==> src/design/board_piece_list_store_macros.svh <==
// Assertion macros used by the board store datapath.
// Depends on a clock named clk and a synchronous reset named rst in the including module.
`ifndef BOARD_PIECE_LIST_STORE_MACROS_SVH
`define BOARD_PIECE_LIST_STORE_MACROS_SVH

// Same-cycle implication, disabled during reset.
`define BPLS_ASSERT_SAME(label, ante, cons, msg) \
  label: assert property (@(posedge clk) disable iff (rst) (ante) |-> (cons)) \
    else $error(msg);

// Next-cycle implication, disabled during reset.
`define BPLS_ASSERT_NEXT(label, ante, cons, msg) \
  label: assert property (@(posedge clk) disable iff (rst) (ante) |=> (cons)) \
    else $error(msg);

`endif

==> src/design/bpls_pkg.sv <==
// Shared types and constants of the board piece-list store.
// No dependencies; used by the controller, the datapath and the top level.
package bpls_pkg;

  localparam int PIECE_W        = 4;
  localparam int SQUARE_W       = 6;
  localparam int SLOT_W         = 4;
  localparam int COUNT_W        = 5;
  localparam int BOARD_SQUARES  = 64;
  localparam int LIST_STRIDE    = 16;
  localparam int SLOTS_PER_TYPE = 16;

  localparam logic [1:0] MODE_CLEAR  = 2'd0;
  localparam logic [1:0] MODE_ADD    = 2'd1;
  localparam logic [1:0] MODE_REMOVE = 2'd2;
  localparam logic [1:0] MODE_QUERY  = 2'd3;

  localparam logic [1:0] ERR_OK       = 2'd0;
  localparam logic [1:0] ERR_OCCUPIED = 2'd1;
  localparam logic [1:0] ERR_EMPTY    = 2'd2;
  localparam logic [1:0] ERR_PIECE    = 2'd3;

  typedef struct packed {
    logic [1:0]          mode;
    logic [PIECE_W-1:0]  piece;
    logic [SQUARE_W-1:0] square;
  } item_t;

  typedef struct packed {
    logic [PIECE_W-1:0]  piece_on_square;
    logic [63:0]         piece_bitboard;
    logic [COUNT_W-1:0]  piece_count;
    logic [1:0]          error;
  } result_t;

  typedef struct packed {
    logic load;
    logic exec;
    logic move;
    logic report;
  } cmd_t;

  typedef struct packed {
    logic move_needed;
    logic out_free;
  } status_t;

endpackage

==> src/design/bpls_ctrl.sv <==
// Sequencer of the board piece-list store: idle, execute, move, report.
// Depends on bpls_pkg for the command and status types.
module bpls_ctrl (
  input  logic              clk,
  input  logic              rst,
  input  logic              item_valid,
  output logic              item_stall,
  input  bpls_pkg::status_t status,
  output bpls_pkg::cmd_t    cmd
);

  localparam logic [1:0] ST_IDLE   = 2'd0;
  localparam logic [1:0] ST_EXEC   = 2'd1;
  localparam logic [1:0] ST_MOVE   = 2'd2;
  localparam logic [1:0] ST_REPORT = 2'd3;

  logic [1:0] state;
  logic [1:0] state_next;

  always_comb begin
    state_next = state;
    cmd        = '0;
    item_stall = 1'b1;
    unique case (state)
      ST_IDLE: begin
        // hold the input off while reset is asserted
        item_stall = rst;
        if (item_valid && !rst) begin
          cmd.load   = 1'b1;
          state_next = ST_EXEC;
        end
      end
      ST_EXEC: begin
        cmd.exec   = 1'b1;
        state_next = status.move_needed ? ST_MOVE : ST_REPORT;
      end
      ST_MOVE: begin
        cmd.move   = 1'b1;
        state_next = ST_REPORT;
      end
      ST_REPORT: begin
        // hold until the output register can take the word
        if (status.out_free) begin
          cmd.report = 1'b1;
          state_next = ST_IDLE;
        end
      end
      default: state_next = ST_IDLE;
    endcase
  end

  always_ff @(posedge clk) begin
    if (rst) begin
      state <= ST_IDLE;
    end else begin
      state <= state_next;
    end
  end

endmodule

==> src/design/bpls_datapath.sv <==
// Datapath of the board piece-list store: square map, lists, bitboards, counts, output word.
// Depends on bpls_pkg and board_piece_list_store_macros.svh.
`include "board_piece_list_store_macros.svh"

module bpls_datapath #(
  parameter int PIECE_TYPES = 16
) (
  input  logic              clk,
  input  logic              rst,
  input  bpls_pkg::item_t   item,
  input  bpls_pkg::cmd_t    cmd,
  output bpls_pkg::status_t status,
  output logic              result_valid,
  input  logic              result_stall,
  output bpls_pkg::result_t result
);

  localparam int TYPE_W     = (PIECE_TYPES > 1) ? $clog2(PIECE_TYPES) : 1;
  localparam int SLOT_W     = bpls_pkg::SLOT_W;
  localparam int LIST_AW    = TYPE_W + SLOT_W;
  localparam int LIST_DEPTH = PIECE_TYPES * bpls_pkg::LIST_STRIDE;
  localparam int PW         = bpls_pkg::PIECE_W;
  localparam int SW         = bpls_pkg::SQUARE_W;
  localparam int CW         = bpls_pkg::COUNT_W;
  localparam int SQUARES    = bpls_pkg::BOARD_SQUARES;

  // item and per-item scratch
  bpls_pkg::item_t item_q;
  logic [PW-1:0]   rem_type;
  logic [SLOT_W-1:0] rem_slot;
  logic [SLOT_W-1:0] rem_last;
  logic [PW-1:0]   pos_q;
  logic [1:0]      err_q;

  // square map: {type, slot}, valid bit per square
  logic [PW+SLOT_W-1:0] map_mem [SQUARES];
  logic [SQUARES-1:0]   map_valid;
  logic [PW+SLOT_W-1:0] map_rdata;
  logic                 map_rvalid;

  // square lists, stride of sixteen per type
  logic [SW-1:0] list_mem [LIST_DEPTH];
  logic [SW-1:0] list_rdata;

  logic [63:0]   bb  [PIECE_TYPES];
  logic [CW-1:0] cnt [PIECE_TYPES];

  logic              is_clear;
  logic              is_add;
  logic              is_remove;
  logic              piece_ok;
  logic [PW-1:0]     entry_type;
  logic [SLOT_W-1:0] entry_slot;
  logic [PW-1:0]     op_type;
  logic [TYPE_W-1:0] rd_idx;
  logic [63:0]       bb_rd;
  logic [CW-1:0]     cnt_rd;
  logic [63:0]       sq_bit;
  logic [SLOT_W-1:0] last_slot;
  logic [1:0]        exec_err;
  logic [PW-1:0]     exec_pos;
  logic              add_ok;
  logic              rem_ok;
  logic              map_we;
  logic [SW-1:0]     map_waddr;
  logic [PW+SLOT_W-1:0] map_wdata;

  assign is_clear   = (item_q.mode == bpls_pkg::MODE_CLEAR);
  assign is_add     = (item_q.mode == bpls_pkg::MODE_ADD);
  assign is_remove  = (item_q.mode == bpls_pkg::MODE_REMOVE);
  assign piece_ok   = (item_q.piece != '0) && (int'(item_q.piece) < PIECE_TYPES);
  assign entry_type = map_rdata[PW+SLOT_W-1:SLOT_W];
  assign entry_slot = map_rdata[SLOT_W-1:0];
  assign op_type    = is_add ? item_q.piece : entry_type;
  // one read port on the type tables: the reported type while reporting
  assign rd_idx     = cmd.report ? item_q.piece[TYPE_W-1:0] : op_type[TYPE_W-1:0];
  assign bb_rd      = bb[rd_idx];
  assign cnt_rd     = cnt[rd_idx];
  assign sq_bit     = 64'(1) << item_q.square;
  assign last_slot  = SLOT_W'(cnt_rd - CW'(1));

  always_comb begin
    exec_err = bpls_pkg::ERR_OK;
    exec_pos = map_rvalid ? entry_type : '0;
    unique case (item_q.mode)
      bpls_pkg::MODE_CLEAR: begin
        exec_pos = '0;
      end
      bpls_pkg::MODE_ADD: begin
        priority if (!piece_ok) begin
          exec_err = bpls_pkg::ERR_PIECE;
        end else if (map_rvalid) begin
          exec_err = bpls_pkg::ERR_OCCUPIED;
        end else if (int'(cnt_rd) >= bpls_pkg::SLOTS_PER_TYPE) begin
          exec_err = bpls_pkg::ERR_PIECE;
        end else begin
          exec_pos = item_q.piece;
        end
      end
      bpls_pkg::MODE_REMOVE: begin
        exec_pos = '0;
        if (!map_rvalid) begin
          exec_err = bpls_pkg::ERR_EMPTY;
        end
      end
      bpls_pkg::MODE_QUERY: begin
        exec_err = bpls_pkg::ERR_OK;
      end
      default: exec_err = bpls_pkg::ERR_OK;
    endcase
  end

  assign add_ok = cmd.exec && is_add && (exec_err == bpls_pkg::ERR_OK);
  assign rem_ok = cmd.exec && is_remove && map_rvalid;

  assign status.move_needed = is_remove && map_rvalid;
  assign status.out_free    = !result_valid || !result_stall;

  // map write port: add writes the new square, move rewrites the moved square
  always_comb begin
    map_we    = 1'b0;
    map_waddr = item_q.square;
    map_wdata = {item_q.piece, cnt_rd[SLOT_W-1:0]};
    if (add_ok) begin
      map_we = 1'b1;
    end else if (cmd.move && (rem_slot != rem_last)) begin
      map_we    = 1'b1;
      map_waddr = list_rdata;
      map_wdata = {rem_type, rem_slot};
    end
  end

  always_ff @(posedge clk) begin
    if (cmd.load) begin
      item_q     <= item;
      map_rdata  <= map_mem[item.square];
      map_rvalid <= map_valid[item.square];
    end
    if (map_we) begin
      map_mem[map_waddr] <= map_wdata;
    end
  end

  always_ff @(posedge clk) begin
    if (rst) begin
      map_valid <= '0;
    end else if (cmd.exec && is_clear) begin
      map_valid <= '0;
    end else if (add_ok) begin
      map_valid[item_q.square] <= 1'b1;
    end else if (rem_ok) begin
      map_valid[item_q.square] <= 1'b0;
    end
  end

  // list memory: add appends, remove reads the last entry, move fills the hole
  always_ff @(posedge clk) begin
    if (add_ok) begin
      list_mem[LIST_AW'({op_type[TYPE_W-1:0], cnt_rd[SLOT_W-1:0]})] <= item_q.square;
    end else if (cmd.move) begin
      list_mem[LIST_AW'({rem_type[TYPE_W-1:0], rem_slot})] <= list_rdata;
    end
    if (rem_ok) begin
      list_rdata <= list_mem[LIST_AW'({op_type[TYPE_W-1:0], last_slot})];
    end
  end

  always_ff @(posedge clk) begin
    if (cmd.exec) begin
      rem_type <= op_type;
      rem_slot <= entry_slot;
      rem_last <= last_slot;
      pos_q    <= exec_pos;
      err_q    <= exec_err;
    end
  end

  always_ff @(posedge clk) begin
    if (rst) begin
      for (int i = 0; i < PIECE_TYPES; i++) begin
        bb[i]  <= '0;
        cnt[i] <= '0;
      end
    end else if (cmd.exec && is_clear) begin
      for (int i = 0; i < PIECE_TYPES; i++) begin
        bb[i]  <= '0;
        cnt[i] <= '0;
      end
    end else if (add_ok) begin
      bb[rd_idx]  <= bb_rd | sq_bit;
      cnt[rd_idx] <= cnt_rd + CW'(1);
    end else if (rem_ok) begin
      bb[rd_idx]  <= bb_rd & ~sq_bit;
      cnt[rd_idx] <= CW'(last_slot);
    end
  end

  // output word register
  always_ff @(posedge clk) begin
    if (rst) begin
      result_valid <= 1'b0;
    end else if (cmd.report) begin
      result_valid <= 1'b1;
    end else if (!result_stall) begin
      result_valid <= 1'b0;
    end
  end

  always_ff @(posedge clk) begin
    if (cmd.report) begin
      result.piece_on_square <= pos_q;
      result.piece_bitboard  <= piece_ok ? bb_rd : '0;
      result.piece_count     <= piece_ok ? cnt_rd : '0;
      result.error           <= err_q;
    end
  end

  `BPLS_ASSERT_SAME(a_count_matches_board, result_valid, 32'($countones(result.piece_bitboard)) == 32'(result.piece_count), "piece count disagrees with bitboard")
  `BPLS_ASSERT_NEXT(a_add_sets_square, add_ok, map_valid[$past(item_q.square)], "add left square empty")
  `BPLS_ASSERT_NEXT(a_remove_frees_square, rem_ok, !map_valid[$past(item_q.square)], "remove left square occupied")

endmodule

==> src/design/board_piece_list_store.sv <==
// Board piece-list store. Each word is accepted in idle, reads the square map, updates the
// tables in execute and is loaded into the one output register in report, which waits while
// the output is stalled; a remove that succeeds passes through move in between, since the
// type's last list entry is read through a register. A new word is taken only once the last
// is reported. Reset (rst, synchronous, active high) empties bitboards, counts and map
// entries, stalls the input and idles the sequencer; lists stay.
module board_piece_list_store #(
  parameter int PIECE_TYPES = 16
) (
  input  logic              clk,
  input  logic              rst,
  // input channel: one operation word
  input  logic              item_valid,
  output logic              item_stall,
  input  bpls_pkg::item_t   item,
  // output channel: one result word per operation
  output logic              result_valid,
  input  logic              result_stall,
  output bpls_pkg::result_t result
);

  // Controller and datapath talk only through these two groups.
  bpls_pkg::cmd_t    cmd;
  bpls_pkg::status_t status;

  // Sequencer: idle (accept), execute (check and update), move (swap last list
  // entry into the freed slot, remove only), report (load the output word).
  bpls_ctrl u_ctrl (
    .clk        (clk),
    .rst        (rst),
    .item_valid (item_valid),
    .item_stall (item_stall),
    .status     (status),
    .cmd        (cmd)
  );

  // Storage and arithmetic: square map memory with per-square valid bits,
  // list memory, per-type bitboards and counts, and the output register.
  bpls_datapath #(
    .PIECE_TYPES (PIECE_TYPES)
  ) u_datapath (
    .clk          (clk),
    .rst          (rst),
    .item         (item),
    .cmd          (cmd),
    .status       (status),
    .result_valid (result_valid),
    .result_stall (result_stall),
    .result       (result)
  );

endmodule

==> config.mk <==
export PLATFORM = sky130hd
export DESIGN_NAME = board_piece_list_store
export DESIGN_NICKNAME = d
export VERILOG_FILES = /design/src/design/bpls_pkg.sv /design/src/design/bpls_ctrl.sv /design/src/design/bpls_datapath.sv /design/src/design/board_piece_list_store.sv
export VERILOG_INCLUDE_DIRS = /design/src /design/src/design
export SDC_FILE = /design/constraint.sdc
export NUM_CORES = 2
export LEC_CHECK = 0
export BUFFER_PORTS_ARGS = -buffer_cell sky130_fd_sc_hd__buf_2
export CAP_MARGIN = 30
export CORE_MARGIN = 1.5
export CORE_UTILIZATION = 43
export DETAILED_ROUTE_END_ITERATION = 10
export SYNTH_ARGS = -nofsm -noshare
export SYNTH_HDL_FRONTEND = slang
export SYNTH_SLANG_ARGS = --single-unit
==> constraint.sdc <==
create_clock -name clk -period 10.1 [get_ports clk]
set_input_delay 2.525 -clock clk [delete_from_list [all_inputs] [get_ports clk]]
set_output_delay 2.525 -clock clk [all_outputs]
set_load 0.02 [all_outputs]
Word-level counts from Yosys, hierarchy flattened
Memory sizes are Yosys's and may differ from the RTL's. A register that Yosys moved wholly into a read port is not among the register bits.
Index checks and enable logic that the tools add are counted.
{"block": "totals", "output_inout_bits": 77, "reg_bits": 173, "memories": 4, "ramBits": 3152, "elab_cells": 200}
{"memory": "u_datapath.list_mem", "depth": 256, "width": 6, "read_ports": 1, "rd_clocked_by_memory_dff": 1, "write_ports": 1, "line_no": "bpls_datapath.sv:42", "text": "logic [SW-1:0] list_mem [LIST_DEPTH];"}
{"memory": "u_datapath.bb", "depth": 16, "width": 64, "read_ports": 1, "rd_clocked_by_memory_dff": 0, "write_ports": 16, "line_no": "bpls_datapath.sv:45", "text": "logic [63:0] bb [PIECE_TYPES];"}
{"memory": "u_datapath.map_mem", "depth": 64, "width": 8, "read_ports": 1, "rd_clocked_by_memory_dff": 1, "write_ports": 1, "line_no": "bpls_datapath.sv:36", "text": "logic [PW+SLOT_W-1:0] map_mem [SQUARES];"}
{"memory": "u_datapath.cnt", "depth": 16, "width": 5, "read_ports": 1, "rd_clocked_by_memory_dff": 0, "write_ports": 16, "line_no": "bpls_datapath.sv:46", "text": "logic [CW-1:0] cnt [PIECE_TYPES];"}
{"block": "classes", "bitwise_logic": 40, "shifts": 1, "order_cmp": 4, "eq_ne": 9, "n_addsub": 2, "n_mux": 100, "reduce_logical": 24}
{"cell": "64-bit two-way mux", "count": 20}
{"cell": "64-bit AND", "count": 2}
{"cell": "64-bit NOT", "count": 2}
{"cell": "64-bit OR", "count": 2}
{"cell": "5-bit two-way mux", "count": 18}
{"cell": "64-bit OR reduction", "count": 1}
{"cell": "1-bit by 6-bit left shift with 64-bit output (first input constant)", "count": 1}
{"cell": "1-bit two-way mux", "count": 37}
{"cell": "1-bit OR", "count": 34}
{"cell": "4-bit two-way mux", "count": 8}
{"cell": "8-bit two-way mux", "count": 3}
{"cell": "6-bit two-way mux", "count": 3}
{"cell": "6-bit by 7-bit < comparator with 1-bit output (second input constant)", "count": 2}
{"cell": "2-bit two-way mux", "count": 6}
{"cell": "1-bit logical AND", "count": 9}
{"cell": "2-bit case mux with 4 select lines", "count": 1}
{"cell": "4-bit case mux with 2 select lines", "count": 1}
{"cell": "1-bit binary-select mux with 6-bit select", "count": 1}
{"cell": "1-bit demux with 6-bit select", "count": 1}
{"cell": "2-bit == test (second input constant)", "count": 3}
{"cell": "6-bit by 1-bit >= comparator with 1-bit output (second input constant)", "count": 1}
{"cell": "2-bit logical NOT", "count": 3}
{"cell": "6-bit OR reduction", "count": 1}
{"cell": "5-bit by 1-bit adder with 5-bit output (second input constant)", "count": 1}
{"cell": "14 further kinds", "count": 19}

Longest topological paths before layout
An unclocked memory read counts as a cell.
{"block": "depth", "ltp_word": 20, "mapped_depth": 22}

Hierarchy
A second synthesis with hierarchy kept.
{"block": "hier_totals", "cells_unflattened": 9106, "area_unflattened_um2": 134311.3}
{"mod": "bpls_datapath", "area_per_inst_um2": 134096.1, "cells_per_inst": 9082, "seq_area_each_um2": 99555.5, "n_inst": 1}
{"mod": "bpls_ctrl", "area_per_inst_um2": 215.2, "cells_per_inst": 24, "seq_area_each_um2": 40.0, "n_inst": 1}

Worst setup path before layout
Ideal clock, no wire load.
{"block": "synth_path", "path_kind": "input-to-reg", "start": "input result_stall", "end": "memory u_datapath.map_mem[0][0] in the netlist's numbering, data pin", "setup_slack_ns": 1.515, "cell_stages": 13, "n_path_buf": 4, "required_time_ns": 9.397, "arrival_ns": 7.883, "cell_sequence": "a21bo_2 -> inv_2 -> buf_6 -> o221a_2 -> buf_2 -> mux2i_1 -> mux2i_1 -> mux2i_1 -> o41ai_1 -> a31oi_1 -> clkbuf_1 -> clkbuf_1 -> o21ai_0"}
{"item": "from (decl)", "line_no": "board_piece_list_store.sv:18", "text": "input logic result_stall,"}
{"item": "to (decl)", "line_no": "bpls_datapath.sv:36"}

Worst setup path in the final report
{"block": "layout_path", "start": "input result_stall", "end": "register u_datapath.list_rdata[1], read port of u_datapath.list_mem, data pin"}
{"block": "layout_between", "elab_chain_cells": 7}
{"item": "1-bit logical NOT", "line_no": "bpls_datapath.sv:117", "text": "assign status.out_free = !result_valid || !result_stall;"}
{"item": "1-bit logical OR", "line_no": "bpls_datapath.sv:117"}
{"item": "1-bit two-way mux", "line_no": "bpls_ctrl.sv:43", "text": "if (status.out_free) begin"}
{"item": "1-bit two-way mux", "line_no": "bpls_ctrl.sv:24", "text": "unique case (state)"}
{"item": "4-bit two-way mux", "line_no": "bpls_datapath.sv:76", "text": "assign rd_idx = cmd.report ? item_q.piece[TYPE_W-1:0] : op_type[TYPE_W-1:0];"}
{"item": "memory read 16 x 5 bit"}
{"item": "4-bit by 1-bit subtractor with 4-bit output", "line_no": "bpls_datapath.sv:80", "text": "assign last_slot = SLOT_W'(cnt_rd - CW'(1));"}
{"item": "to (decl)", "line_no": "bpls_datapath.sv:43", "text": "logic [SW-1:0] list_rdata;"}
Every way passes these cells.
A chain may end at the register's enable or synchronous reset.

==> results.sh <==
export IMPL_status="complete, no violations"
export IMPL_rsz0062_at_grt="no"
export IMPL_io_pins=93
export IMPL_nets=9315
export IMPL_synth_seq_area_share=0.727
export IMPL_syn_nets=9290
export IMPL_cp_start_kind="input port"
export IMPL_h_tree_depth=5
export IMPL_rows=207
export IMPL_ir_drop_v=0.000382
export IMPL_period_share=0.815
export IMPL_synth_edf_count=3272
export IMPL_crit_arrival_ns=8.90
export IMPL_core_area_um2=318000
export IMPL_holdWs_ns=0.420
export IMPL_setup_slack_ns=1.87
export IMPL_overflow=0
export IMPL_leakage_uw=0.0510
export IMPL_synthCells=9264
export IMPL_fin_worst_skew_ns=0.0731
export IMPL_die_h_um=568
export IMPL_grt_max_degree=162
export IMPL_async_reset_ff_frac=0
export IMPL_cts_root_buffer="clkbuf_16"
export IMPL_io_buffers=92
export IMPL_crit_fanout=93
export IMPL_ys_flop_type="edfxtp_1"
export IMPL_instances_no_fill=13769
export IMPL_placedCellCount=13105
export IMPL_tns_ns=0
export IMPL_clk_path_buf_depth=4
export IMPL_drive_gt1_frac=0.160
export IMPL_yosys_top_cells_area="edfxtp_1 72%, mux4_2 9.4%, nor2_1 4.1%"
export IMPL_ctsHoldBuffers=0
export IMPL_track_usage=0.234
export IMPL_powerDensity_nw_per_um2=279
export IMPL_syn_area_um2=137000
export IMPL_dp_slack_ns=0.879
export IMPL_drt_wirelength_per_cell_um=27.9
export IMPL_vias=82270
export IMPL_min_path_cells=0
export IMPL_worst_slew_pin_slew_ns=1.16
export IMPL_ys_ff_latch=3339
export IMPL_cts_setup_buffers=0
export IMPL_grt_pass1_wl_mm=559
export IMPL_cts_clk_slew_worst_paths_ns=0.06
export IMPL_placed_area_um2=143000
export IMPL_dp_hpwl_mm=217
export IMPL_grt_pass1_vias=81140
export IMPL_insertion_delay_ns=0.94
export IMPL_rr_worst_depth=16
export IMPL_synth_warnings=0
export IMPL_area_growth_pct=12.8
export IMPL_gp_congestion=0.867
export IMPL_die_w_um=568
export IMPL_via_per_inst=5.98
export IMPL_critPathRequiredTime_ns=10.77
export IMPL_numCtsBuffers=351
export IMPL_dieArea_um2=322000
export IMPL_drtIter0Drc=10825
export IMPL_drc=0
export IMPL_critical_path_class="in2reg"
export IMPL_hold_path_startpoint="u_datapath.map_rdata[3]"
export IMPL_drv_slew=0
export IMPL_fmax_mhz=122
export IMPL_setup_viol=0
export IMPL_crit_path_end_kind="flip-flop"
export IMPL_yosysTopAreaCellShare=0.717
export IMPL_synth_top_cell_by_area="edfxtp_1"
export IMPL_worstSetupStartpoint="result_stall"
export IMPL_final_hold_violation_count=0
export IMPL_min_period_ns=8.23
export IMPL_syn_avg_cell_area_um2=14.8
export IMPL_hold_path_class="reg2reg"
export IMPL_drt_wl_total_mm=385
export IMPL_antenna_found_initial=13
export IMPL_cts_resized_gates=0
export IMPL_start_util=0.432
export IMPL_ant_nets=0
export IMPL_fin_area_um2=155000
export IMPL_relSlewSlack=0.228
export IMPL_synth_cell_type_count=67
export IMPL_first_pass_iters=6
export IMPL_drv_cap=0
export IMPL_r2r_start="u_ctrl.state[1]"
export IMPL_cts_tree="yes"
export IMPL_clkSinkCount=3339
==> layout make-up <==
| cell class | count | area, um2 |
|---|---|---|
| Clock inverter | 187 | 1900 |
| Antenna cell | 5 | 12.5 |
| Timing Repair Buffer | 366 | 3130 |
| Fill cell | 26691 | 163000 |
| Inverter | 15 | 81.3 |
| Tap cell | 4180 | 5230 |
| Multi-Input combinational cell | 5216 | 35100 |
| Sequential cell | 3339 | 99600 |
| Clock buffer | 461 | 9540 |
==> cell usage in the layout, fill, tap and decap left out, types with 12 or more instances in the layout <==
master,instances
nand2b_1,13
dfxtp_1,67
a311oi_1,128
nand2_4,34
clkinv_1,64
nor2_1,1486
o31ai_1,12
nand3_1,648
buf_2,91
and2_1,73
clkinv_2,58
mux4_2,573
buf_4,228
mux2_2,15
nor2b_1,15
nand4_1,13
clkbuf_16,361
a32oi_1,14
bufinv_16,29
a31oi_1,77
mux2i_1,132
o22ai_1,24
buf_16,13
o21ai_0,69
nand2_1,1429
nor4_1,15
clkbuf_8,13
and3_1,66
buf_12,25
clkbuf_1,87
nor3_1,20
edfxtp_1,3272
a21oi_1,232
==> flip-flops by register name, summed over array words and instances, names as in the netlist, 6 cells and up, named ones only <==
signal                 count
u_datapath.result         75
u_datapath.bb           1024
u_datapath.item_q         12
u_datapath.list_mem     1536
u_datapath.map_rdata       8
u_datapath.cnt            80
u_datapath.map_mem       512
u_datapath.list_rdata      6
==> cell usage after synthesis (11+ instances only) <==
cell type / number
mux2i_1: 132
edfxtp_1: 3272
nand3_1: 650
and3_1: 67
mux2_2: 21
nand4_1: 13
a31oi_1: 78
o31ai_1: 12
a32oi_1: 14
a21oi_1: 233
a211oi_1: 11
clkbuf_1: 580
nor2_1: 1489
nor3_1: 22
nand2b_1: 13
mux4_2: 573
buf_1: 46
buf_2: 55
nor4_1: 15
nor2b_1: 16
o22ai_1: 24
nand2_1: 1463
a311oi_1: 128
dfxtp_1: 67
o21ai_0: 70
and2_1: 74
==> metrics by stage <==
stage / power (uW) / utilization
after floorplan: 25700 / -
after global placement: 30100 / 0.449
after detailed placement: 30400 / 0.450
after CTS: 43200 / 0.486
after global routing: 44600 / 0.487
final: 43100 / 0.487
==> per-layer routing <==
layer / wire length (um) / share of wire / global-route usage
met5: 41 / 0.00011 / 0
met4: 12200 / 0.032 / 0.0709
met3: 35500 / 0.092 / 0.0381
met2: 183000 / 0.48 / 0.377
met1: 154000 / 0.40 / 0.329
==> path summary, 6_finish.rpt <==
kind | to | slack (ns)
setup reg to reg | u_datapath.list_rdata[1] | 2.80
hold reg to reg | u_datapath.rem_slot[3] | 0.42
setup / recovery | u_datapath.list_rdata[1] | 1.87
hold / removal | u_datapath.rem_slot[3] | 0.42
==> where the power goes <==
group | internal (uW) | switching (uW)
clock network | 7430 | 5470
registers | 16700 | 198
logic | 4450 | 8820
==> worst max-delay path, cell delays in order <==
cell and delay (ns):
buf_2 0.11, a21bo_2 0.27, inv_4 0.47, o221a_4 0.91, mux2i_1 0.31, a2111oi_0 0.14, nor4_2 0.71, ha_1 0.42
inv_8 0.58, buf_4 0.39, mux4_2 0.33, nand2_1 0.11, a21oi_1 0.14, nor4_1 0.47, o22ai_1 0.25, or4_1 0.55
==> kinds of logic after synthesis <==
kind of cell               share of synthesized area
AOI/OAI and AO/OA                             0.0298
adders and majority gates                   0.000913
DFF                                            0.727
xor gates and xnor gates                    0.000831
and+or+nand+nor                                0.116
buffers and inverters                         0.0204
muxes                                          0.106
No activity file was read; power rests on OpenSTA's default activity.
